===== src/rtl/core/hrfp_pkg.sv =====
// ----------------------------------------------------------------------------
// hrfp_pkg
// Shared types and constants of the display reply frame parser.
// ----------------------------------------------------------------------------
`default_nettype none

package hrfp_pkg;

    localparam int FRAME_BYTES = 16;
    localparam int ADDR_W      = $clog2(FRAME_BYTES);
    localparam int CNT_W       = $clog2(FRAME_BYTES + 1);

    localparam logic [7:0] START_BYTE = 8'hAA;
    localparam logic [7:0] ACK_K      = 8'h4B;
    localparam logic [7:0] ACK_FF     = 8'hFF;
    localparam logic [7:0] NAK_N      = 8'h4E;

    localparam logic [1:0] CMD_BYTE     = 2'd0;
    localparam logic [1:0] CMD_INIT     = 2'd1;
    localparam logic [1:0] CMD_ARM_INFO = 2'd2;
    localparam logic [1:0] CMD_ARM_ACK  = 2'd3;

    localparam logic [2:0] LS_SETUP = 3'd1;
    localparam logic [2:0] LS_ABORT = 3'd3;
    localparam logic [2:0] LS_IDLE  = 3'd4;
    localparam logic [2:0] LS_ERROR = 3'd5;
    localparam logic [2:0] LS_OTHER = 3'd6;

    localparam logic [1:0] FS_NONE     = 2'd0;
    localparam logic [1:0] FS_MATCH    = 2'd1;
    localparam logic [1:0] FS_MISMATCH = 2'd2;

    typedef enum logic [2:0] {
        PH_READY,
        PH_DETECT,
        PH_DATA,
        PH_SUM_L,
        PH_SUM_H
    } phase_t;

    typedef enum logic [1:0] {
        ST_IDLE,
        ST_RESP,
        ST_FETCH,
        ST_EMIT
    } ctrl_state_t;

    typedef struct packed {
        logic take;
        logic rd_first;
        logic rd_next;
    } dp_cmd_t;

    typedef struct packed {
        logic emit;
        logic at_last;
    } dp_status_t;

endpackage

`default_nettype wire


===== src/rtl/core/hrfp_ram.sv =====
// ----------------------------------------------------------------------------
// hrfp_ram
// Generic single write, single read RAM with registered read data.
// ----------------------------------------------------------------------------
`default_nettype none

module hrfp_ram #(
    parameter int WIDTH = 8,
    parameter int DEPTH = 16
) (
    input  wire logic                     clk,
    input  wire logic                     we,
    input  wire logic [$clog2(DEPTH)-1:0] waddr,
    input  wire logic [WIDTH-1:0]         wdata,
    input  wire logic                     re,
    input  wire logic [$clog2(DEPTH)-1:0] raddr,
    output logic      [WIDTH-1:0]         rdata
);

    logic [WIDTH-1:0] mem_reg [DEPTH];
    logic [WIDTH-1:0] rdata_reg;

    always_ff @(posedge clk)
    begin
        if (we)
        begin
            mem_reg[waddr] <= wdata;
        end
        if (re)
        begin
            rdata_reg <= mem_reg[raddr];
        end
    end

    assign rdata = rdata_reg;

endmodule

`default_nettype wire


===== src/rtl/core/hrfp_ctrl.sv =====
// ----------------------------------------------------------------------------
// hrfp_ctrl
// Sequencer: takes an item, presents its result, walks the payload out.
// ----------------------------------------------------------------------------
`default_nettype none

module hrfp_ctrl
    import hrfp_pkg::*;
(
    input  wire logic       clk,
    input  wire logic       rst_n,
    input  wire logic       in_valid,
    output logic            in_ready,
    output logic            out_valid,
    input  wire logic       out_ready,
    input  wire dp_status_t status,
    output dp_cmd_t         cmd
);

    ctrl_state_t state_reg;
    ctrl_state_t state_next;

    always_ff @(posedge clk or negedge rst_n)
    begin
        if (!rst_n)
        begin
            state_reg <= ST_IDLE;
        end
        else
        begin
            state_reg <= state_next;
        end
    end

    always_comb
    begin
        state_next = state_reg;
        case (state_reg)
            ST_IDLE:
            begin
                if (in_valid)
                begin
                    state_next = status.emit ? ST_FETCH : ST_RESP;
                end
            end
            ST_RESP:
            begin
                if (out_ready)
                begin
                    state_next = ST_IDLE;
                end
            end
            ST_FETCH:
            begin
                state_next = ST_EMIT;
            end
            ST_EMIT:
            begin
                if (out_ready && status.at_last)
                begin
                    state_next = ST_IDLE;
                end
            end
            default:
            begin
                state_next = ST_IDLE;
            end
        endcase
    end

    always_comb
    begin
        in_ready     = 1'b0;
        out_valid    = 1'b0;
        cmd.take     = 1'b0;
        cmd.rd_first = 1'b0;
        cmd.rd_next  = 1'b0;
        case (state_reg)
            ST_IDLE:
            begin
                in_ready     = 1'b1;
                cmd.take     = in_valid;
                cmd.rd_first = in_valid && status.emit;
            end
            ST_RESP:
            begin
                out_valid = 1'b1;
            end
            ST_FETCH:
            begin
                out_valid = 1'b0;
            end
            ST_EMIT:
            begin
                out_valid   = 1'b1;
                cmd.rd_next = out_ready && !status.at_last;
            end
            default:
            begin
                in_ready = 1'b0;
            end
        endcase
    end

    a_no_overlap: assert property (@(posedge clk) disable iff (!rst_n)
        !(in_ready && out_valid))
        else $error("input taken while a result is pending");

    a_take_gives_result: assert property (@(posedge clk) disable iff (!rst_n)
        cmd.take |=> (state_reg == ST_RESP || state_reg == ST_FETCH))
        else $error("item taken without a result following");

    a_emit_end: assert property (@(posedge clk) disable iff (!rst_n)
        (state_reg == ST_EMIT && out_ready && status.at_last) |=> in_ready)
        else $error("payload end did not release the input");

endmodule

`default_nettype wire


===== src/rtl/core/hrfp_dp.sv =====
// ----------------------------------------------------------------------------
// hrfp_dp
// Reply parser datapath: receive phase, frame store, checksum, result regs.
// ----------------------------------------------------------------------------
`default_nettype none

module hrfp_dp
    import hrfp_pkg::*;
(
    input  wire logic       clk,
    input  wire logic       rst_n,
    input  wire dp_cmd_t    cmd,
    output dp_status_t      status,
    input  wire logic [1:0] cmd_code,
    input  wire logic [7:0] rx_byte,
    input  wire logic [2:0] link_state,
    input  wire logic       emitting,
    output logic      [2:0] link_state_out,
    output logic            connected,
    output logic      [1:0] frame_status,
    output logic            payload_valid,
    output logic      [7:0] payload_byte,
    output logic            last
);

    phase_t            phase_reg,  phase_next;
    logic [CNT_W-1:0]  count_reg,  count_next;
    logic [15:0]       sum_reg,    sum_next;
    logic [7:0]        sum_low_reg, sum_low_next;
    logic              conn_reg,   conn_next;
    logic [2:0]        ls_reg,     ls_next;
    logic [1:0]        fs_reg,     fs_next;
    logic [ADDR_W-1:0] idx_reg,    idx_next;

    phase_t            eff_phase;
    logic [2:0]        ls_in;
    logic              store_we;
    logic              rd_en;
    logic [ADDR_W-1:0] raddr;
    logic [7:0]        rd_data;
    logic              emit;

    always_comb
    begin
        ls_in        = (link_state == 3'd7) ? LS_OTHER : link_state;
        eff_phase    = phase_reg;
        phase_next   = phase_reg;
        count_next   = count_reg;
        sum_next     = sum_reg;
        sum_low_next = sum_low_reg;
        conn_next    = conn_reg;
        ls_next      = ls_in;
        fs_next      = FS_NONE;
        store_we     = 1'b0;
        emit         = 1'b0;
        case (cmd_code)
            CMD_INIT:
            begin
                conn_next = 1'b0;
                ls_next   = LS_SETUP;
            end
            CMD_ARM_INFO:
            begin
                phase_next = PH_DETECT;
            end
            CMD_ARM_ACK:
            begin
                phase_next = PH_READY;
            end
            default:
            begin
                if (ls_in == LS_SETUP && phase_reg == PH_READY)
                begin
                    eff_phase = PH_DETECT;
                end
                phase_next = eff_phase;
                case (eff_phase)
                    PH_DETECT:
                    begin
                        if (rx_byte == START_BYTE)
                        begin
                            count_next = CNT_W'(1);
                            sum_next   = {8'd0, rx_byte};
                            phase_next = PH_DATA;
                        end
                    end
                    PH_DATA:
                    begin
                        store_we   = 1'b1;
                        count_next = count_reg + CNT_W'(1);
                        sum_next   = sum_reg + {8'd0, rx_byte};
                        if (count_next == CNT_W'(FRAME_BYTES))
                        begin
                            phase_next = PH_SUM_L;
                        end
                    end
                    PH_SUM_L:
                    begin
                        sum_low_next = rx_byte;
                        phase_next   = PH_SUM_H;
                    end
                    PH_SUM_H:
                    begin
                        phase_next = PH_DETECT;
                        if ({rx_byte, sum_low_reg} == sum_reg)
                        begin
                            fs_next   = FS_MATCH;
                            conn_next = 1'b1;
                            if (ls_in == LS_SETUP)
                            begin
                                emit    = 1'b1;
                                ls_next = LS_ABORT;
                            end
                        end
                        else
                        begin
                            fs_next = FS_MISMATCH;
                        end
                    end
                    default:
                    begin
                        if (rx_byte == ACK_K || rx_byte == ACK_FF)
                        begin
                            ls_next = LS_IDLE;
                        end
                        else if (rx_byte == NAK_N)
                        begin
                            ls_next = LS_ERROR;
                        end
                    end
                endcase
            end
        endcase
    end

    always_ff @(posedge clk or negedge rst_n)
    begin
        if (!rst_n)
        begin
            phase_reg   <= PH_READY;
            count_reg   <= '0;
            sum_reg     <= '0;
            sum_low_reg <= '0;
            conn_reg    <= 1'b0;
        end
        else if (cmd.take)
        begin
            phase_reg   <= phase_next;
            count_reg   <= count_next;
            sum_reg     <= sum_next;
            sum_low_reg <= sum_low_next;
            conn_reg    <= conn_next;
        end
    end

    always_ff @(posedge clk)
    begin
        if (cmd.take)
        begin
            ls_reg <= ls_next;
            fs_reg <= fs_next;
        end
        if (rd_en)
        begin
            idx_reg <= idx_next;
        end
    end

    assign idx_next = cmd.rd_first ? ADDR_W'(1) : idx_reg + ADDR_W'(1);
    assign raddr    = idx_next;
    assign rd_en    = cmd.rd_first || cmd.rd_next;

    hrfp_ram #(
        .WIDTH (8),
        .DEPTH (FRAME_BYTES)
    ) u_store (
        .clk   (clk),
        .we    (cmd.take && store_we),
        .waddr (count_reg[ADDR_W-1:0]),
        .wdata (rx_byte),
        .re    (rd_en),
        .raddr (raddr),
        .rdata (rd_data)
    );

    assign status.emit    = emit;
    assign status.at_last = (idx_reg == ADDR_W'(FRAME_BYTES - 1));

    assign link_state_out = ls_reg;
    assign connected      = conn_reg;
    assign frame_status   = fs_reg;
    assign payload_valid  = emitting;
    assign payload_byte   = emitting ? rd_data : 8'd0;
    assign last           = emitting ? status.at_last : 1'b1;

    a_first_read: assert property (@(posedge clk) disable iff (!rst_n)
        cmd.rd_first |=> (idx_reg == ADDR_W'(1)))
        else $error("payload walk did not start after the start byte");

    a_emit_state: assert property (@(posedge clk) disable iff (!rst_n)
        (cmd.take && emit) |=> (ls_reg == LS_ABORT && fs_reg == FS_MATCH && conn_reg))
        else $error("payload frame without matched checksum");

    a_count_range: assert property (@(posedge clk) disable iff (!rst_n)
        (phase_reg == PH_DATA) |-> (count_reg < CNT_W'(FRAME_BYTES)))
        else $error("byte count beyond frame length in data phase");

endmodule

`default_nettype wire


===== src/rtl/core/hud_reply_frame_parser_core.sv =====
// ----------------------------------------------------------------------------
// hud_reply_frame_parser_core
// Reply parser for a UART-attached display unit: acknowledge decoding,
// checksummed info frame capture and payload delivery in setup state.
// ----------------------------------------------------------------------------
//   channel  handshake            payload
//   in       in_valid / in_ready  cmd, rx_byte, link_state
//   out      out_valid/ out_ready link_state_out, connected, frame_status,
//                                 payload_valid, payload_byte, last
//
// A taken item's single result shows the next cycle, but a good frame in
// setup state gives FRAME_BYTES-1 results: a fetch state waits on the first
// store read, then one byte per cycle follows while out_ready is high.
// No item is taken while any result of the previous one is still pending.
// Stalls on out_ready hold the result; rst_n clears phase, counts and flags.
// ----------------------------------------------------------------------------
`default_nettype none

module hud_reply_frame_parser_core
    import hrfp_pkg::*;
(
    input  wire logic       clk,
    input  wire logic       rst_n,
    input  wire logic       in_valid,
    output logic            in_ready,
    input  wire logic [1:0] cmd,
    input  wire logic [7:0] rx_byte,
    input  wire logic [2:0] link_state,
    output logic            out_valid,
    input  wire logic       out_ready,
    output logic      [2:0] link_state_out,
    output logic            connected,
    output logic      [1:0] frame_status,
    output logic            payload_valid,
    output logic      [7:0] payload_byte,
    output logic            last
);

    dp_cmd_t    dp_cmd;
    dp_status_t dp_status;
    logic       emitting;
    logic       ready_int;
    logic       valid_int;
    logic       emit_phase_reg;
    logic       emit_phase;

    hrfp_ctrl u_ctrl (
        .clk       (clk),
        .rst_n     (rst_n),
        .in_valid  (in_valid),
        .in_ready  (ready_int),
        .out_valid (valid_int),
        .out_ready (out_ready),
        .status    (dp_status),
        .cmd       (dp_cmd)
    );

    assign emitting = valid_int && emit_phase;

    always_ff @(posedge clk or negedge rst_n)
    begin
        if (!rst_n)
        begin
            emit_phase_reg <= 1'b0;
        end
        else if (dp_cmd.rd_first)
        begin
            emit_phase_reg <= 1'b1;
        end
        else if (ready_int)
        begin
            emit_phase_reg <= 1'b0;
        end
    end

    assign emit_phase = emit_phase_reg;

    hrfp_dp u_dp (
        .clk            (clk),
        .rst_n          (rst_n),
        .cmd            (dp_cmd),
        .status         (dp_status),
        .cmd_code       (cmd),
        .rx_byte        (rx_byte),
        .link_state     (link_state),
        .emitting       (emitting),
        .link_state_out (link_state_out),
        .connected      (connected),
        .frame_status   (frame_status),
        .payload_valid  (payload_valid),
        .payload_byte   (payload_byte),
        .last           (last)
    );

    assign in_ready  = ready_int;
    assign out_valid = valid_int;

endmodule

`default_nettype wire

===== config.mk =====
export PLATFORM = sky130hd
export DESIGN_NAME = hud_reply_frame_parser_core
export DESIGN_NICKNAME = d
export VERILOG_FILES = /design/src/rtl/core/hrfp_pkg.sv /design/src/rtl/core/hrfp_ram.sv /design/src/rtl/core/hrfp_ctrl.sv /design/src/rtl/core/hrfp_dp.sv /design/src/rtl/core/hud_reply_frame_parser_core.sv
export SDC_FILE = /design/constraint.sdc
export NUM_CORES = 1
export LEC_CHECK = 0
export BUFFER_PORTS_ARGS = -buffer_cell sky130_fd_sc_hd__buf_4
export CAP_MARGIN = 20
export CORE_MARGIN = 4
export CORE_UTILIZATION = 30
export CTS_CLUSTER_SIZE = 16
export DETAILED_ROUTE_END_ITERATION = 10
export GPL_TIMING_DRIVEN = 0
export PLACE_DENSITY = 0.49
export SLEW_MARGIN = 20
export SYNTH_ARGS = -nofsm -noshare
export SYNTH_HDL_FRONTEND = slang
export SYNTH_SLANG_ARGS = --single-unit
export TNS_END_PERCENT = 1

===== constraint.sdc =====
create_clock -name clk -period 4.81 [get_ports clk]
set_input_delay 0.481 -clock clk [delete_from_list [all_inputs] [get_ports clk]]
set_output_delay 0.481 -clock clk [all_outputs]
set_load 0.01 [all_outputs]

After elaboration in Yosys (flattened, before gate mapping)
Memories as Yosys holds them, arrays and structs flattened. A register that Yosys moved wholly into a read port is not among the register bits.
Cells that the tools add are included.
Widths: inputs -> output; s select.
{"block": "op_classes", "n_eq_ne": 23, "addsub": 3, "n_bitwise": 4, "reduce_logical": 25, "n_mux": 43}
{"cell": "$pmux 16 s2", "count": 1}
{"cell": "$mux 3", "count": 9}
{"cell": "$add 16x8->16", "count": 1}
{"cell": "$eq 16x16->1", "count": 1}
{"cell": "$eq 8x7->1 const B", "count": 2}
{"cell": "$eq 8x8->1 const B", "count": 2}
{"cell": "$mux 1", "count": 16}
{"cell": "$mux 16", "count": 1}
{"cell": "$mux 2", "count": 6}
{"cell": "$pmux 3 s2", "count": 2}
{"cell": "$pmux 3 s4", "count": 1}
{"cell": "$pmux 5 s2", "count": 1}
{"cell": "$pmux 3 s3", "count": 1}
{"cell": "$eq 2x2->1 const B", "count": 4}
{"cell": "$mux 8", "count": 1}
{"cell": "$pmux 2 s4", "count": 1}
{"cell": "$reduce_and 4->1", "count": 2}
{"cell": "$reduce_bool 2->1", "count": 4}
{"cell": "$eq 3x1->1 const B", "count": 2}
{"cell": "$eq 3x2->1 const B", "count": 2}
{"cell": "$eq 3x3->1 const B", "count": 2}
{"cell": "$logic_and 1x1->1", "count": 6}
{"cell": "$reduce_and 3->1", "count": 2}
{"cell": "$reduce_or 3->1", "count": 2}
{"cell": "other kinds (18)", "count": 26}
{"block": "word_totals", "ram_bits": 128, "register_bits": 45, "mem_count": 1}
{"name": "u_dp.u_store.mem_reg", "depth": 16, "word_bits": 8, "rd": 1, "rd_ports_with_merged_regs": 1, "write_ports": 1, "line_no": "hrfp_ram.sv:20", "source": "logic [WIDTH-1:0] mem_reg [DEPTH];"}

Longest topological paths before layout
Gate-level depths: netlist (run 1).
{"block": "depth", "depth_word": 14, "mapped_depth": 13, "ltp_nobuf": 10}

By module
A second synthesis (run 1) with hierarchy kept.
{"block": "unflattened", "cells_unflattened": 533, "area_unflattened_um2": 8169.1}
{"mod": "hrfp_ram", "n_inst": 1, "seq_area_each_um2": 4083.9, "cells_per_inst": 229, "area_each_um2": 5227.5}
{"mod": "hrfp_dp", "n_inst": 1, "seq_area_each_um2": 1096.1, "cells_per_inst": 286, "area_each_um2": 2771.4}
{"mod": "hrfp_ctrl", "n_inst": 1, "seq_area_each_um2": 50.0, "cells_per_inst": 14, "area_each_um2": 127.6}
{"mod": "hud_reply_frame_parser_core", "n_inst": 1, "seq_area_each_um2": 25.0, "cells_per_inst": 4, "area_each_um2": 42.5}

Worst setup path before layout (run 1)
OpenSTA, ideal clock, no wires.
{"block": "synth_timing", "path_kind": "register to register", "from": "reg u_ctrl.state_reg[0]", "to": "mem u_dp.u_store.mem_reg[2][0], enable pin", "required_time_ns": 4.427, "setup_time_ns": 0.383, "slack_ns": 1.711, "period_less_slack_ns": 3.099, "t_arrival_ns": 2.716, "stages_incl_launch_ff": 10, "path_cell_list": "dfrtp_1 -> buf_6 -> or3b_1 -> buf_2 -> or3_1 -> buf_2 -> nor2_2 -> clkbuf_1 -> nand2_1 -> nor3_1"}
{"block": "synth_via", "elab_chain_len": 5}
{"element": "start, declared", "line_no": "hrfp_ctrl.sv:20", "source": "ctrl_state_t state_reg;"}
{"element": "start signal, assigned", "line_no": "hrfp_ctrl.sv:31", "source": "state_reg <= state_next;"}
{"element": "$logic_not 2->1", "line_no": "hrfp_ctrl.sv:78", "source": "case (state_reg)"}
{"element": "$mux 2", "line_no": "hrfp_ctrl.sv:78"}
{"element": "$logic_and 1x1->1", "line_no": "hrfp_dp.sv:178", "source": ".we (cmd.take && store_we),"}
{"element": "$mux 1", "line_no": "hrfp_ram.sv:25", "source": "if (we)"}
{"element": "$mux 1 (not written as such)", "line_no": "hrfp_ram.sv:27", "source": "mem_reg[waddr] <= wdata;"}
{"element": "end, declared", "line_no": "hrfp_ram.sv:20"}
No other way between the ends.

Worst setup path after layout (run 1)
{"block": "layout_timing", "from": "reg u_dp.sum_reg[9]", "to": "reg u_dp.u_store.rdata_reg[3], in the netlist u_dp.u_store.rdata[3] (read register of u_dp.u_store.mem_reg), data pin"}
{"block": "layout_via", "elab_chain_len": 7}
{"element": "start, declared", "line_no": "hrfp_dp.sv:28", "source": "logic [15:0] sum_reg, sum_next;"}
{"element": "start signal, assigned", "line_no": "hrfp_dp.sv:150", "source": "sum_reg <= sum_next;"}
{"element": "$eq 16x16->1 *", "line_no": "hrfp_dp.sv:105", "source": "if ({rx_byte, sum_low_reg} == sum_reg)"}
{"element": "$mux 1 *", "line_no": "hrfp_dp.sv:105"}
{"element": "$mux 1 *", "line_no": "hrfp_dp.sv:77", "source": "case (eff_phase)"}
{"element": "$mux 1 *", "line_no": "hrfp_dp.sv:56", "source": "case (cmd_code)"}
{"element": "$logic_and 1x1->1 *", "line_no": "hrfp_ctrl.sv:83", "source": "cmd.rd_first = in_valid && status.emit;"}
{"element": "$mux 2 *", "line_no": "hrfp_ctrl.sv:78"}
{"element": "$mux 4 or $logic_or 1x1->1 (tied branches)", "line_no": "hrfp_dp.sv:169, hrfp_dp.sv:171"}
{"element": "end, declared", "line_no": "hrfp_ram.sv:21", "source": "logic [WIDTH-1:0] rdata_reg;"}
Every way passes the cells marked *; elsewhere a longest branch is shown, timed or not.
A chain may end at the register's enable or synchronous reset.

==> results of run 1 <==
## power by group through the flow
stage | combinational (mW) | clock [mW] | sequential, mW
5_1_grt | 0.326 | 1.52 | 1.77
3_3_place_gp | 0.277 | 0 | 1.80
6_report | 0.292 | 1.43 | 1.77
2_1_floorplan | 0.187 | 0 | 1.79
4_1_cts | 0.289 | 1.46 | 1.76
3_5_place_dp | 0.286 | 0 | 1.80
## metal layers
metal	wire, µm	vias up	track usage, %
met5	0	-	0
met4	451	0	5.09
met3	1060	28	2.97
met2	9650	151	22.0
met1	9300	2667	18.5
li1	-	2427	-
## logic make-up (layout without fill, tap and decap cells)
family / Yosys count / after routing
flops: 181 / 181
buf+inv: 48 / 114
xor+xnor: 22 / 22
fa+ha+maj: 14 / 14
mux: 35 / 35
compound gates: 133 / 133
simple gates: 166 / 166
## placed cells by master, fill, tap and decap left out, types with 4 or more instances in the layout
cell	netlist	layout
ha_1	13	13
a21o_1	5	5
a221o_1	17	17
nand2b_1	5	5
xnor2_1	18	18
inv_1	19	19
nand4_1	6	6
dfrtp_1	36	36
nand2_1	40	40
nor3_2	0	5
a21oi_1	18	18
nand3_1	22	22
o32ai_1	8	8
bufinv_16	0	4
clkbuf_16	0	17
edfxtp_1	145	145
o2bb2ai_1	17	17
a211oi_1	11	11
xor2_1	4	4
nor2_1	36	36
nor3_1	17	12
mux2_2	11	11
buf_4	0	34
a221oi_2	9	9
clkbuf_1	17	21
buf_2	5	5
and3_1	10	10
o21ai_0	20	19
mux2i_1	24	24
a221oi_1	7	7
nor2b_1	5	5
## area by class of cell
class                           instances  area [µm²]  share of cell area, %
Sequential cell                       181        5260                   55.7
Multi-Input combinational cell        370        2700                   28.6
Clock buffer                           21         440                   4.67
Tap cell                              335         419                   4.44
Timing Repair Buffer                   34         255                   2.71
Clock inverter                         11         158                   1.67
Buffer                                 28         134                   1.42
Inverter                               20        75.1                  0.796
## path summary, 6_finish.rpt
check,startpoint,end
min,rst_n,u_dp.connected
max reg2reg,u_dp.sum_reg[9],u_dp.u_store.rdata[3]
min reg2reg,u_dp.sum_reg[15],u_dp.sum_reg[15]
max,u_dp.sum_reg[9],u_dp.u_store.rdata[3]
max in group asynchronous,rst_n,u_dp.count_reg[1]
min in group clk,out_ready,u_ctrl.state_reg[1]
## through the flow
step,worst slack [ns],instance area (µm²)
6_report,1.10,9430
5_1_grt,0.913,9430
4_1_cts,0.820,9410
3_5_place_dp,0.771,8810
3_3_place_gp,0.812,8790
2_1_floorplan,1.71,8130
==> impl_metrics.py, run 1 <==
metrics = {
    "status": {
        "status": "finished, final reports clean",
    },
    "timing": {
        "finalSetupViolCount": 0,
        "finalClockSkew_ns": 0.0175,
        "tightest_slew_ns": 0.997,
        "fin_hold_ws_ns": 0.00786,
        "finalCriticalPeriod_ns": 3.71,
        "rsz0062_at_grt": "false",
        "drv_slew": 0,
        "fin_setup_tns_ns": 0,
        "hold_violations": 0,
        "fin_crit_sh_pct": 77.2,
        "relSlewSlack_pct": 32.7,
        "max_freq_mhz": 269,
    },
    "global_routing": {
        "track_usage_pct": 13.7,
        "antenna_found_initial": 0,
        "grt_start_max_net_pins": 37,
        "grt_pass1_vias": 5267,
        "grt_first_pass_wirelength_mm": 31.6,
        "grt.overflow.total": 0,
    },
    "floorplanning": {
        "std_cell_rows": 59,
        "coreArea_mm2": 0.0264,
        "fp.dieW_um": 173,
        "die_height_um": 173,
        "die_area_mm2": 0.0298,
        "ios": 35,
        "initial_core_util_pct": 30.8,
    },
    "yosys": {
        "syn-cell-area_mm2": 0.00813,
        "synthMuxAreaShare_pct": 4.48,
        "syn_inst": 599,
        "synthDistinctLibCells": 61,
        "ys_ff_latch": 181,
        "syn_area_per_cell_um2": 13.6,
        "synth_compound_area_share_pct": 13.1,
        "synth_top_cell_by_area": "edfxtp_1",
        "synth_nets": 630,
        "ys_seq_area_share_pct": 64.7,
        "synth_fa_ha_area_share_pct": 2.25,
        "ys.flop_type": "edfxtp_1",
        "yosys-top-cells-count": "edfxtp_1, nand2_1, dfrtp_1, nor2_1, mux2i_1",
        "synth_area_leaders": "edfxtp_1, dfrtp_1, mux2i_1, a221o_1, ha_1",
        "ys_warn_count": 0,
        "synth_edf_count": 145,
        "synth_top_family_by_area": "compound AO/OA/AOI/OAI gates",
        "synth_simple_gate_area_share_pct": 10.5,
        "synth_top_area_share_pct": 53.6,
        "synthXorXnorAreaFrac_pct": 2.37,
        "async_flop_share_pct": 19.9,
        "post-synth-top-count-cell": "edfxtp_1",
    },
    "power_and_ir_drop": {
        "p_int_mw": 2.70,
        "sw_frac_of_total_pct": 22.4,
        "netSwitchingPower_mw": 0.779,
        "p_total_mw": 3.48,
        "power_frac_clock_pct": 41.0,
        "p_leak_nw": 3.34,
        "seqPwrFrac_pct": 50.7,
        "powerDensity_mw_per_mm2": 369,
        "ir_drop_mv": 0.240,
        "pwr-share-comb_pct": 8.4,
    },
    "critical_path": {
        "cp_num_cells": 8,
        "crit_chain": "xnor2_1 > nand4_1 > nor4_4 > a41oi_1 > buf_2 > a221o_1 > a221oi_1 > o32ai_1",
        "cp_slowest_cell": "nor4_4",
        "reg2regPathDepth": 8,
        "r2r_slack_ns": 1.10,
        "cp.buffers_inverters": 1,
        "critPathLaunchType": "register",
        "max_stage_delay_ns": 0.70,
        "crit_path_max_fanout": 10,
        "cp.required_ns": 4.96,
        "worst-setup-path-type": "reg -> reg",
        "cp-end-kind": "register",
        "cp_top_family": "compound AO/OA/AOI/OAI gates",
        "arrival_ns": 3.86,
    },
    "detailed_routing": {
        "via_per_inst": 5.27,
        "drc": 0,
        "vias": 5273,
        "wirelength_mm": 20.5,
        "wire_per_inst_um": 20.5,
        "first_iter_violations": 358,
        "drt_pass1_iterations": 5,
        "ant_nets": 0,
    },
    "hold_path": {
        "hold_class": "in -> async",
    },
    "finish": {
        "finalNetCount": 683,
        "drive_gt1_share_pct": 15.5,
        "syn2layout_area_growth_pct": 16.1,
        "finalNonFillerCells": 1000,
        "n_fill_cell": 2497,
        "finalCoreUtilization_pct": 35.8,
        "largest_register_ffs": 128,
        "diodes": 0,
    },
    "flow_run": {
        "drv_cap": 0,
    },
    "clock_network": {
        "clkTransAtPathRegs_ns": 0.07,
        "cts_buffers": 17,
        "cts_max_path_buffers": 2,
        "htreeDepth": 4,
        "post_cts_resized": 0,
        "clock-sinks": 181,
        "cts_tree": "built",
        "clk_latency_ns": 0.44,
        "hold_buffers": 0,
        "clock-root-buffer": "clkbuf_16",
        "post_cts_buffers": 0,
    },
    "place": {
        "io_buffers": 33,
        "hpwl_mm": 14.0,
        "dp.cells": 968,
        "finalWeightedCongestion": 0.807,
    },
}
(Power assumes the default switching activity.)
==> inputs of run 2 (changes only) <==
--- a/config.mk
+++ b/config.mk
@@ -5,6 +5,7 @@
 export SDC_FILE = /design/constraint.sdc
 export NUM_CORES = 1
 export LEC_CHECK = 0
+export ABC_AREA = 1
 export BUFFER_PORTS_ARGS = -buffer_cell sky130_fd_sc_hd__buf_4
 export CAP_MARGIN = 20
 export CORE_MARGIN = 4
==> constraint.sdc (replaced) <==
create_clock -name clk -period 3.55 [get_ports clk]
set_input_delay 0.355 -clock clk [delete_from_list [all_inputs] [get_ports clk]]
set_output_delay 0.355 -clock clk [all_outputs]
set_load 0.01 [all_outputs]
==> run 2 against run 1 <==
Compared with the run above: global-route usage rose by 1.4 points; critical endpoint is now u_dp.u_store.mem_reg[11][6]; non-clock buffer count rose by 9; critical path depth did not move; worst setup slack got worse by 0.48 ns; largest power group unchanged; worst hold slack improved by 0.099 ns; critical path type unchanged; via count rose by 17%; wire length rose by 13%; clock power rose by 33%.
==> impl_metrics.py, run 2 <==
metrics = {
    "detailed_routing": {
        "ant_nets": 0,
        "highest_layer": "met4",
        "wirelength_mm": 23.1,
        "drc": 0,
        "drt_pass1_iterations": 7,
        "dr_wl_met2_mm": 10.8,
        "wire_per_inst_um": 17.8,
        "vias": 6173,
        "via_per_inst": 4.74,
        "route.met3.wl_um": 892,
        "first_iter_violations": 401,
        "drt-met1-wl_mm": 11.1,
    },
    "critical_path": {
        "cp.required_ns": 3.61,
        "arrival_ns": 2.99,
        "cpMostUsedCell": "nor2_2",
        "cp_top_family": "simple AND/OR/NAND/NOR gates",
        "crit_chain": "nor2_2 > nand2_1 > nor2_2 > inv_1 > nor2_4 > buf_2 > nand3_1 > nor2_1",
        "cp-end-kind": "register",
        "cp_slowest_cell": "nor2_1",
        "rr_startpoint": "u_ctrl.state_reg[0]",
        "critPathLaunchType": "register",
        "worst-setup-path-type": "reg -> reg",
        "crit_path_max_fanout": 10,
        "cp.buffers_inverters": 2,
        "crit_path_start": "u_ctrl.state_reg[0]",
        "max_stage_delay_ns": 0.75,
    },
    "hold_path": {
        "min_from": "cmd[0]",
        "hold_class": "in -> reg",
    },
    "floorplanning": {
        "ios": 35,
        "initial_core_util_pct": 30.8,
        "die_height_um": 178,
        "die_area_mm2": 0.0316,
        "std_cell_rows": 61,
        "fp.dieW_um": 178,
        "coreArea_mm2": 0.0281,
    },
    "timing": {
        "finalSetupViolCount": 0,
        "finalCriticalPeriod_ns": 2.94,
        "fin_crit_sh_pct": 82.7,
        "hold_violations": 0,
        "fin_setup_tns_ns": 0,
        "rsz0062_at_grt": "false",
        "finalClockSkew_ns": 0.00924,
        "tightest_slew_ns": 0.973,
        "drv_slew": 0,
        "relSlewSlack_pct": 34.9,
        "max_freq_mhz": 340,
    },
    "global_routing": {
        "antenna_found_initial": 0,
        "grt_pass1_vias": 6080,
        "grt.overflow.total": 0,
        "grt_first_pass_wirelength_mm": 35.7,
        "track_usage_pct": 15.1,
        "grt_start_max_net_pins": 37,
    },
    "yosys": {
        "syn-cell-area_mm2": 0.00864,
        "ys.flop_type": "edfxtp_1",
        "ys_ff_latch": 181,
        "synth_top_area_share_pct": 50.4,
        "async_flop_share_pct": 19.9,
        "synth_top_cell_by_area": "edfxtp_1",
        "syn_area_per_cell_um2": 10.1,
        "syn_inst": 857,
        "synth_edf_count": 145,
        "synthDistinctLibCells": 37,
        "synth_nets": 888,
        "ys_seq_area_share_pct": 60.8,
        "ys_warn_count": 0,
        "yosys-top-cells-count": "edfxtp_1, nand2_1, nand3_1",
        "synth_area_leaders": "edfxtp_1, dfrtp_1, nand3_1, nand2_1, inv_1",
    },
    "clock_network": {
        "clock-root-buffer": "clkbuf_16",
        "post_cts_buffers": 0,
        "htreeDepth": 4,
        "clock-sinks": 181,
        "clk_latency_ns": 0.44,
        "cts_buffers": 17,
        "cts_tree": "built",
        "clkTransAtPathRegs_ns": 0.08,
        "post_cts_resized": 0,
        "cts_max_path_buffers": 2,
        "hold_buffers": 1,
    },
    "power_and_ir_drop": {
        "power_frac_clock_pct": 43.4,
        "powerDensity_mw_per_mm2": 438,
        "seqPwrFrac_pct": 52.8,
        "p_int_mw": 3.35,
        "p_leak_nw": 4.06,
        "netSwitchingPower_mw": 1.02,
        "ir_drop_mv": 0.318,
        "pwr-share-comb_pct": 3.8,
        "sw_frac_of_total_pct": 23.4,
    },
    "finish": {
        "largest_register_ffs": 128,
        "finalNetCount": 943,
        "finalNonFillerCells": 1303,
        "final_cell_mix": "nand2_1, edfxtp_1, nand3_1, inv_1, nor2_1",
        "syn2layout_area_growth_pct": 15.4,
        "drive_gt1_share_pct": 13.0,
        "diodes": 0,
    },
    "status": {
        "status": "finished, final reports clean",
    },
    "place": {
        "hpwl_mm": 15.8,
        "finalWeightedCongestion": 0.809,
        "dp.cells": 1270,
        "io_buffers": 34,
    },
    "flow_run": {
        "drv_cap": 0,
    },
}
## run 2: kinds of logic (layout without fill, tap and decap cells)
| family | Yosys count | in the layout | share of synthesized area [%] |
|---|---|---|---|
| adder cells (fa/ha/maj) | 14 | 14 | 2.11 |
| XOR/XNOR | 17 | 17 | 1.72 |
| flip-flops | 181 | 181 | 60.8 |
| AND/OR/NAND/NOR | 388 | 388 | 20.8 |
| buffers and inverters | 157 | 225 | 7.27 |
| AO/OA/AOI/OAI | 100 | 100 | 7.31 |
## run 2: worst paths after layout
kind                                               end  slack [ns]  cells after the start
max                        u_dp.u_store.mem_reg[11][6]        0.61                      8
min                                     u_dp.connected        0.11                      2
max reg2reg                u_dp.u_store.mem_reg[11][6]        0.61                      8
min reg2reg                        u_dp.sum_low_reg[1]        0.51                      2
max in group asynchronous            u_dp.count_reg[2]        2.75                      2
min in group asynchronous          u_ctrl.state_reg[0]        0.43                      2
## run 2: power by group through the flow
stage                     clock network, mW  logic (mW)  registers (mW)
after floorplan                           0      0.0690            2.36
after global placement                    0       0.169            2.36
after detailed placement                  0       0.170            2.36
after CTS                              1.93       0.171            2.31
after global routing                   2.01       0.188            2.31
final                                  1.90       0.166            2.31
## run 2: per-layer routing
metal  vias up  GRT usage (%)
met1      2996           21.5
met4         0           4.61
li1       3034              -
met2       122           24.0
met5         -              0
met3        21           2.34
## run 2: worst reg2reg max path, stage by stage, from the launching register on
cell	delay, ns
dfrtp_1	0.45
nor2_2	0.18
nand2_1	0.17
nor2_2	0.23
inv_1	0.15
nor2_4	0.22
buf_2	0.29
nand3_1	0.13
nor2_1	0.75
## run 2: stage by stage
step	setup slack, ns	utilization (%)	total power, mW	cell area [µm²]	hold slack, ns
floorplan	1.25	-	2.43	8640	0.0594
global placement	0.394	33.4	2.52	9370	0.371
detailed placement	0.572	33.4	2.53	9380	0.369
CTS	0.558	35.5	4.41	9970	0.0839
global route	0.320	35.5	4.51	9970	0.0909
finish	0.613	35.5	4.37	9970	0.107
## run 2: final cells by class
type | count | area, µm²
clock buffers | 17 | 425
multi-input cells | 519 | 2760
repair buffers | 36 | 273
fillers | 2895 | 18100
well taps | 378 | 473
flip-flops and latches | 181 | 5260
clock inverters | 15 | 160
plain buffers | 35 | 170
inverters | 122 | 458
